### src/rtl/ffha_pkg.sv
// ffha_pkg: shared types and constants for the first-fit heap allocator
// used by the controller, the datapath and the top level
`timescale 1ns / 1ps
package ffha_pkg;

    localparam logic OP_ALLOC   = 1'b0;
    localparam logic OP_RELEASE = 1'b1;

    localparam logic [2:0] ST_ALLOCATED = 3'd0;
    localparam logic [2:0] ST_NO_MEMORY = 3'd1;
    localparam logic [2:0] ST_RELEASED  = 3'd2;
    localparam logic [2:0] ST_UNKNOWN   = 3'd3;
    localparam logic [2:0] ST_NULL      = 3'd4;

    typedef struct packed {
        logic        operation;
        logic [23:0] request_bytes;
        logic [17:0] release_address;
    } t_in_word;

    typedef struct packed {
        logic [17:0] payload_address;
        logic [2:0]  status;
    } t_out_word;

    // datapath commands, one per controller step
    typedef enum logic [3:0] {
        CMD_NONE      = 4'd0,
        CMD_LOAD      = 4'd1,  // latch request, point walk at head
        CMD_READ      = 4'd2,  // issue header read of walk pointer
        CMD_STEP      = 4'd3,  // examine read header, advance
        CMD_GROW      = 4'd4,  // claim new region at break
        CMD_GROW_TAIL = 4'd5,  // merge or link grown region at tail
        CMD_SPLIT     = 4'd6,  // split / mark used the found chunk
        CMD_RD_NEXT   = 4'd7,  // free released chunk, read its successor
        CMD_MERGE_FWD = 4'd8,
        CMD_RD_PREV   = 4'd9,
        CMD_MERGE_BWD = 4'd10
    } t_cmd;

    typedef struct packed {
        logic hit;       // current header satisfies the search
        logic at_end;    // current header has no successor
        logic grow_fail; // growth would pass arena end
        logic no_list;   // list not yet present
        logic bad_addr;  // release address malformed
        logic null_addr; // release address zero
        logic limit;     // walk bound reached
    } t_status;

endpackage

### src/rtl/ffha_ctrl.sv
// ffha_ctrl: sequencer for list walks, growth, split and merge
// depends on ffha_pkg
`timescale 1ns / 1ps
module ffha_ctrl
    import ffha_pkg::*;
(
    input  logic    i_clk,
    input  logic    i_rst_n,
    input  logic    i_in_valid,
    input  logic    i_in_op,
    output logic    o_in_ready,
    input  t_status i_stat,
    output t_cmd    o_cmd,
    output logic    o_done,
    output logic [2:0] o_status,
    output logic    o_addr_valid,
    input  logic    i_out_free
);
    typedef enum logic [9:0] {
        S_IDLE  = 10'b0000000001,
        S_READ  = 10'b0000000010,
        S_STEP  = 10'b0000000100,
        S_GROW  = 10'b0000001000,
        S_TAIL  = 10'b0000010000,
        S_SPLIT = 10'b0000100000,
        S_RDNX  = 10'b0001000000,
        S_MFWD  = 10'b0010000000,
        S_RDPV  = 10'b0100000000,
        S_MBWD  = 10'b1000000000
    } t_state;

    t_state r_state, n_state;
    logic   r_op;

    assign o_in_ready = (r_state == S_IDLE) && i_out_free;

    always_comb begin
        n_state = r_state;
        o_cmd = CMD_NONE;
        o_done = 1'b0;
        o_status = ST_ALLOCATED;
        o_addr_valid = 1'b0;
        unique case (r_state)
            S_IDLE: if (i_in_valid && o_in_ready) begin
                o_cmd = CMD_LOAD;
                n_state = S_READ;
            end
            S_READ: begin
                if (r_op && i_stat.null_addr) begin
                    o_done = 1'b1; o_status = ST_NULL; n_state = S_IDLE;
                end else if (r_op && (i_stat.bad_addr || i_stat.no_list)) begin
                    o_done = 1'b1; o_status = ST_UNKNOWN; n_state = S_IDLE;
                end else if (!r_op && i_stat.no_list) begin
                    n_state = S_GROW;
                end else begin
                    o_cmd = CMD_READ; n_state = S_STEP;
                end
            end
            S_STEP: begin
                o_cmd = CMD_STEP;
                if (i_stat.hit) begin
                    n_state = r_op ? S_RDNX : S_SPLIT;
                end else if (i_stat.at_end || i_stat.limit) begin
                    if (r_op) begin
                        o_done = 1'b1; o_status = ST_UNKNOWN; n_state = S_IDLE;
                    end else n_state = S_GROW;
                end else n_state = S_READ;
            end
            S_GROW: begin
                if (i_stat.grow_fail) begin
                    o_done = 1'b1; o_status = ST_NO_MEMORY; n_state = S_IDLE;
                end else begin
                    // the walk stopped at the tail, so its header is still held
                    o_cmd = CMD_GROW;
                    n_state = i_stat.no_list ? S_SPLIT : S_TAIL;
                end
            end
            S_TAIL:  begin o_cmd = CMD_GROW_TAIL; n_state = S_SPLIT; end
            S_SPLIT: begin
                o_cmd = CMD_SPLIT; o_done = 1'b1; o_status = ST_ALLOCATED;
                o_addr_valid = 1'b1; n_state = S_IDLE;
            end
            S_RDNX:  begin o_cmd = CMD_RD_NEXT; n_state = S_MFWD; end
            S_MFWD:  begin o_cmd = CMD_MERGE_FWD; n_state = S_RDPV; end
            S_RDPV:  begin o_cmd = CMD_RD_PREV; n_state = S_MBWD; end
            S_MBWD:  begin
                o_cmd = CMD_MERGE_BWD; o_done = 1'b1; o_status = ST_RELEASED;
                n_state = S_IDLE;
            end
            default: n_state = S_IDLE;
        endcase
    end

    always_ff @(posedge i_clk) begin
        if (!i_rst_n) begin
            r_state <= S_IDLE;
            r_op <= 1'b0;
        end else begin
            r_state <= n_state;
            if (o_cmd == CMD_LOAD) begin
                r_op <= i_in_op;
            end
        end
    end

    a_onehot: assert property (@(posedge i_clk) disable iff (!i_rst_n) $onehot(r_state))
        else $error("state not one-hot");
    a_done_idle: assert property (@(posedge i_clk) disable iff (!i_rst_n)
        o_done |=> r_state == S_IDLE) else $error("done without return to idle");
    a_accept_idle: assert property (@(posedge i_clk) disable iff (!i_rst_n)
        o_cmd == CMD_LOAD |-> i_out_free) else $error("load while output busy");
endmodule
### config.mk
export PLATFORM = sky130hd
export DESIGN_NAME = ffha_ctrl
export DESIGN_NICKNAME = d
export VERILOG_FILES = /design/src/rtl/ffha_pkg.sv /design/src/rtl/ffha_ctrl.sv
export SDC_FILE = /design/constraint.sdc
export NUM_CORES = 1
export LEC_CHECK = 0
export BUFFER_PORTS_ARGS = -buffer_cell sky130_fd_sc_hd__clkbuf_2
export CORE_MARGIN = 4
export CORE_UTILIZATION = 40
export CTS_CLUSTER_DIAMETER = 100
export DETAILED_ROUTE_END_ITERATION = 8
export GPL_ROUTABILITY_DRIVEN = 0
export GPL_TIMING_DRIVEN = 1
export PLACE_DENSITY = 0.67
export SYNTH_ARGS = -nofsm -noshare
export SYNTH_HDL_FRONTEND = slang
export SYNTH_SLANG_ARGS = --single-unit
export TNS_END_PERCENT = 50
### constraint.sdc
create_clock -name i_clk -period 3.1 [get_ports i_clk]
set_clock_uncertainty 0.2 [all_clocks]
set_input_delay 0.62 -clock i_clk [delete_from_list [all_inputs] [get_ports i_clk]]
set_output_delay 0.62 -clock i_clk [all_outputs]
set_load 0.05 [all_outputs]
# Yosys cells after proc, flatten, opt, wreduce, memory -nomap -nowiden
# Index checks and enable logic that the tools add are counted.
[word_totals] word_cells=55 out_inout_bits=10 input_bits=12 ff_bits=11
[classes] eq_ne=12 mux=32 n_reduce_logical=9
[ops] operator="case mux 10 bit (8 select lines)" count=1
[ops] operator="case mux 4 bit (10 select lines)" count=1
[ops] operator="two-way mux 10 bit" count=3
[ops] operator="two-way mux 4 bit" count=4
[ops] operator="two-way mux 2 bit" count=7
[ops] operator="two-way mux 6 bit" count=2
[ops] operator="case mux 3 bit (4 select lines)" count=1
[ops] operator="equality test 10 x 1 -> 1 bit, second input constant" count=1
[ops] operator="equality test 10 bit, second input constant" count=1
[ops] operator="equality test 10 x 2 -> 1 bit, second input constant" count=1
[ops] operator="equality test 10 x 3 -> 1 bit, second input constant" count=1
[ops] operator="equality test 10 x 4 -> 1 bit, second input constant" count=1
[ops] operator="equality test 10 x 5 -> 1 bit, second input constant" count=1
[ops] operator="equality test 10 x 6 -> 1 bit, second input constant" count=1
[ops] operator="equality test 10 x 7 -> 1 bit, second input constant" count=1
[ops] operator="equality test 10 x 8 -> 1 bit, second input constant" count=1
[ops] operator="equality test 10 x 9 -> 1 bit, second input constant" count=1
[ops] operator="two-way mux 1 bit" count=9
[ops] operator="two-way mux 7 bit" count=1
[ops] operator="two-way mux 3 bit" count=2
[ops] operator="logical AND 1 bit" count=5
[ops] operator="equality test 4 x 1 -> 1 bit, second input constant" count=1
[ops] operator="case mux 1 bit (4 select lines)" count=1
[ops] operator="logical OR 1 bit" count=2
[ops] operator="other kinds (3)" count=3

# Depth between registers and ports, before layout
[logic_depth] ltp_word=7 mapped_depth=6 mapped_depth_nobuf=4

# Least setup slack after synthesis
# No wires, ideal clock.
[synth_timing] kind="register to output" startpoint="register r_state[7]" endpoint="output port o_cmd[1]" t_required_ns=2.280 n_path_buf=1 stages_incl_launch_ff=6 arrival_ns=3.053 setup_slack_ns=-0.773 cell_sequence="dfxtp_1 or4_1 buf_4 nor4_1 a31oi_1 nand2_1"
[synth_via] elab_chain_len=2 elab_cells_between_ends=11 classes_between="10 x eq/ne; 1 x mux"
[synth_rtl] element="start, declared" line="ffha_ctrl.sv:32" source="t_state r_state, n_state;"
[synth_rtl] element="start signal, assigned" line="ffha_ctrl.sv:99" source="r_state <= n_state;"
[synth_rtl] element="equality test 10 bit (tied with other cells)" line="ffha_ctrl.sv:43" source="unique case (r_state)"
[synth_rtl] element="case mux 4 bit (10 select lines) *" line="ffha_ctrl.sv:43"
[synth_rtl] element="end, declared" line="ffha_ctrl.sv:13" source="output t_cmd o_cmd,"
# Mark *: on every way between the ends. The rest lies on a longest branch, timed or not.

# Worst setup path in the final report
[layout_timing] startpoint="register r_state[9]" endpoint="output port o_cmd[0]"
[layout_via] elab_chain_len=5 elab_cells_between_ends=14 classes_between="10 x eq/ne; 2 x mux; 2 x reduce/logical"
[layout_rtl] element="equality test 10 x 1 -> 1 bit" line="ffha_ctrl.sv:35, ffha_ctrl.sv:43"
[layout_rtl] element="logical AND 1 bit" line="ffha_ctrl.sv:35" source="assign o_in_ready = (r_state == S_IDLE) && i_out_free;"
[layout_rtl] element="logical AND 1 bit" line="ffha_ctrl.sv:44" source="S_IDLE: if (i_in_valid && o_in_ready) begin"
[layout_rtl] element="two-way mux 1 bit" line="ffha_ctrl.sv:44"
[layout_rtl] element="case mux 4 bit (10 select lines) *" line="ffha_ctrl.sv:43"
# Marks and branches as above.

==> report_table.html <==
<table>
<tr><th>Metric</th><th>Value</th></tr>
<tr><th colspan="2">Floorplan</th></tr>
<tr><td>Row Count</td><td>17</td></tr>
<tr><td>Core area</td><td>0.00221 mm^2</td></tr>
<tr><td>Total die area</td><td>0.00316 mm^2</td></tr>
<tr><td>Die span in x</td><td>56.2 um</td></tr>
<tr><td>Top-Level Pins</td><td>22</td></tr>
<tr><td>Die outline height</td><td>56.2 um</td></tr>
<tr><td>Initial core utilization</td><td>0.420</td></tr>
<tr><th colspan="2">Cells and area</th></tr>
<tr><td>FF+latch area</td><td>220 um^2</td></tr>
<tr><td>Final instance area</td><td>0.00111 mm^2</td></tr>
<tr><td>Filler cell count in the final layout</td><td>235</td></tr>
<tr><td>Area growth from synthesis to final layout</td><td>19.8%</td></tr>
<tr><td>Number of nets in the layout</td><td>151</td></tr>
<tr><td>Final core utilization</td><td>0.503</td></tr>
<tr><td>Total area of multi-input combinational cells</td><td>669 um^2</td></tr>
<tr><td>Number of standard cells in the layout, taps in and fillers out</td><td>166</td></tr>
<tr><td>Fraction of final layout cells sized beyond drive strength 1</td><td>0.341</td></tr>
<tr><td>Commonest cells after routing, fill and taps aside</td><td>clkbuf_2 (15), nor2_1 (11), dfxtp_1 (11)</td></tr>
<tr><td>Diodes inserted</td><td>0</td></tr>
<tr><td>Most common cell after layout, fill and taps aside</td><td>clkbuf_2</td></tr>
<tr><th colspan="2">Hold path</th></tr>
<tr><td>Hold WC Path Type</td><td>in -&gt; reg</td></tr>
<tr><th colspan="2">Drt</th></tr>
<tr><td>Post-detailed-routing wire length</td><td>2.48 mm</td></tr>
<tr><td>Remaining antenna violation count after routing</td><td>0</td></tr>
<tr><td>Routed len/inst</td><td>14.9 um</td></tr>
<tr><td>Count of TritonRoute iterations in the first routing pass</td><td>4</td></tr>
<tr><td>Via density per instance</td><td>5.65</td></tr>
<tr><td>DRC</td><td>0</td></tr>
<tr><td>Total number of vias</td><td>938</td></tr>
<tr><td>DR iter-0 viols</td><td>16</td></tr>
<tr><th colspan="2">Global route</th></tr>
<tr><td>Via count of the first global-routing pass</td><td>886</td></tr>
<tr><td>Met1 Track Usage GR</td><td>0.205</td></tr>
<tr><td>Met3 layer usage reported by global route</td><td>0.0186</td></tr>
<tr><td>Global-route wire length before repair</td><td>4.00 mm</td></tr>
<tr><td>Number of antenna violations at the first check in global routing</td><td>0</td></tr>
<tr><td>Leftover overflow at the end of global routing</td><td>0</td></tr>
<tr><td>All-layer global routing usage</td><td>0.160</td></tr>
<tr><td>Largest net degree at the start of global routing</td><td>13</td></tr>
<tr><td>Most Used Layer, Global Route</td><td>met2</td></tr>
<tr><td>Grt met2 use</td><td>0.254</td></tr>
<tr><th colspan="2">Power</th></tr>
<tr><td>Portion of total power attributed to sequential cells</td><td>0.385</td></tr>
<tr><td>Clock Power Share</td><td>0.247</td></tr>
<tr><td>Net switching power</td><td>0.160 mW</td></tr>
<tr><td>Combinational share of power</td><td>0.368</td></tr>
<tr><td>Fraction of power spent switching nets</td><td>0.380</td></tr>
<tr><td>Areal power density over the cells</td><td>379 mW/mm^2</td></tr>
<tr><td>Int Pwr</td><td>0.261 mW</td></tr>
<tr><td>Lkg Pwr</td><td>0.439 nW</td></tr>
<tr><td>Highest ir drop seen on vdd</td><td>0.000182 V</td></tr>
<tr><th colspan="2">Timing</th></tr>
<tr><td>Number of hold violations in the final report</td><td>0</td></tr>
<tr><td>Minimum clock period</td><td>3.05 ns</td></tr>
<tr><td>Slew @ Worst Pin</td><td>0.395 ns</td></tr>
<tr><td>Share of the clock period used by the worst path</td><td>0.982</td></tr>
<tr><td>Highest clock rate</td><td>328 MHz</td></tr>
<tr><td>Unrepaired setup endpoints after global routing</td><td>true</td></tr>
<tr><td>Setup TNS after final layout</td><td>0 ns</td></tr>
<tr><td>Worst setup slack after layout</td><td>0.0546 ns</td></tr>
<tr><td>Setup violators final</td><td>0</td></tr>
<tr><td>Final max-slew violation count</td><td>0</td></tr>
<tr><td>Worst slew margin relative to its limit</td><td>0.736</td></tr>
<tr><th colspan="2">Clock tree</th></tr>
<tr><td>Maximum buffer depth of the clock tree</td><td>2</td></tr>
<tr><td>TritonCTS clock tree</td><td>built</td></tr>
<tr><td>H-tree levels</td><td>1</td></tr>
<tr><td>Clock transition at the register clock pins on the worst setup and hold paths after CTS</td><td>0.08 ns</td></tr>
<tr><td>Number of buffers created by CTS</td><td>3</td></tr>
<tr><td>Hold buffers post-CTS</td><td>0</td></tr>
<tr><td>Num Clock Sinks</td><td>11</td></tr>
<tr><td>Root Buffer</td><td>clkbuf_4</td></tr>
<tr><td>Later-pin clock latency in the skew report</td><td>0.28 ns</td></tr>
<tr><th colspan="2">Critical path</th></tr>
<tr><td>Critical path data required time</td><td>2.28 ns</td></tr>
<tr><td>Largest fanout of any net on the critical path</td><td>9</td></tr>
<tr><td>Element type at the critical path end</td><td>primary output</td></tr>
<tr><td>Slowest stage cell on the critical path</td><td>or4_4</td></tr>
<tr><td>Kind of critical path</td><td>reg -&gt; out</td></tr>
<tr><td>Startpoint type of the worst setup path</td><td>flop</td></tr>
<tr><td>Family of cells with the greatest summed delay on the critical path</td><td>simple AND/OR/NAND/NOR gates</td></tr>
<tr><td>Cells traversed along the worst timing path</td><td>or4_4 &gt; buf_4 &gt; nor4_2 &gt; or3_1 &gt; clkbuf_4</td></tr>
<tr><td>Worst stage delay on the critical path</td><td>0.65 ns</td></tr>
<tr><td>WP data arrival</td><td>2.23 ns</td></tr>
<tr><td>Buf+Inv Stages, Crit Path</td><td>2</td></tr>
<tr><th colspan="2">Placement</th></tr>
<tr><td>Worst slack after detailed placement</td><td>0.309 ns</td></tr>
<tr><td>IO Port Bufs</td><td>21</td></tr>
<tr><td>Post-DP HPWL</td><td>1.91 mm</td></tr>
<tr><td>Placed instance count</td><td>159</td></tr>
<tr><td>Total placed instance area</td><td>0.00105 mm^2</td></tr>
<tr><th colspan="2">Synth</th></tr>
<tr><td>Gate count after technology mapping</td><td>116</td></tr>
<tr><td>Fraction of synthesis flops using an asynchronous set or reset pin</td><td>0</td></tr>
<tr><td>Syn avg cell area</td><td>8.01 um^2</td></tr>
<tr><td>Synth warnings</td><td>0</td></tr>
<tr><td>Cell area after synthesis</td><td>930 um^2</td></tr>
<tr><td>Number of distinct library cell variants in the gate-level netlist after synthesis</td><td>47</td></tr>
<tr><td>Commonest register cell after synthesis</td><td>dfxtp_1</td></tr>
<tr><td>Synthesized flop and latch total</td><td>11</td></tr>
<tr><td>Synthesized netlist net count</td><td>128</td></tr>
<tr><td>Sequential fraction of the synthesis area</td><td>0.237</td></tr>
<tr><td>Number of enable-type register cells in the synthesized netlist</td><td>0</td></tr>
<tr><th colspan="2">Job</th></tr>
<tr><td>Max cap viols</td><td>0</td></tr>
<tr><th colspan="2">Outcome</th></tr>
<tr><td>Outcome</td><td>finished, final reports clean</td></tr>
</table>
-- routing by layer --
| metal | share of wire | routed length (um) |
|---|---|---|
| met1 | 0.46 | 1140 |
| met2 | 0.46 | 1150 |
| met3 | 0.044 | 108 |
| met4 | 0.031 | 78 |
| met5 | 0 | 0 |
-- state kept, by name (all words and copies together), names as in the netlist --
signal	count
r_state	10
r_op	1
-- power groups by stage --
stage	logic (mW)	registers, mW	clock network, mW
2_1_floorplan	0.119	0.159	0
3_3_place_gp	0.146	0.163	0
3_5_place_dp	0.149	0.165	0
4_1_cts	0.151	0.162	0.108
5_1_grt	0.168	0.164	0.110
6_report	0.155	0.162	0.104
-- cell families after synthesis --
family,after synthesis,share of synthesized area
compound gates,23,0.174
xor+xnor,5,0.0471
buf+inv,10,0.0646
flops,11,0.237
mux,1,0.0108
simple gates,66,0.467
-- synthesized netlist by cell type, types with 2 or more instances --
master,n,area share
nor4_1,3,0.020
o21bai_1,3,0.024
nor3_2,3,0.032
nand4b_1,2,0.019
xor2_1,2,0.019
or4_4,2,0.024
nor2_1,12,0.048
buf_6,2,0.024
clkbuf_1,2,0.0081
nand3_1,2,0.011
a21oi_1,3,0.016
nor2b_1,2,0.013
or4_1,3,0.024
dfxtp_1,11,0.24
nor4_2,2,0.027
clkbuf_2,2,0.011
nor3b_1,5,0.040
xnor2_1,3,0.028
nor3_1,7,0.038
inv_1,2,0.0081
o21ai_0,5,0.027
nand2b_1,5,0.034
nand2_1,7,0.028
a31oi_1,2,0.013
and2_1,2,0.013
-- path summary, 6_finish.rpt --
| kind | from | slack, ns | to | cells past startpoint |
|---|---|---|---|---|
| worst max-delay path | r_state[9] | 0.05 | o_cmd[0] | 5 |
| worst min-delay path | i_stat[3] | 0.38 | r_state[4] | 2 |
| worst max register to register | r_state[9] | 0.94 | r_op | 5 |
| worst min register to register | r_state[7] | 0.39 | r_state[8] | 2 |
-- what timing repair did --
item / in CTS / in global routing
endpoints found under the setup margin: 2 / 6
gates resized for setup: 2 / 12
pin swaps: 0 / 2
setup buffers: 0 / 3
-- metrics by stage --
stage | hold slack, ns | total power, mW
floorplan | 0.310 | 0.279
global placement | 0.355 | 0.310
detailed placement | 0.364 | 0.314
CTS | 0.371 | 0.421
global route | 0.398 | 0.442
finish | 0.383 | 0.422
-- cell type report --
class,count,share of cell area
multi-input combinational,95,0.601
clock buffer,4,0.0236
inverter,2,0.00674
timing repair buffer,26,0.139
sequential,11,0.198
tap,28,0.0315
(Power assumes the default switching activity.)
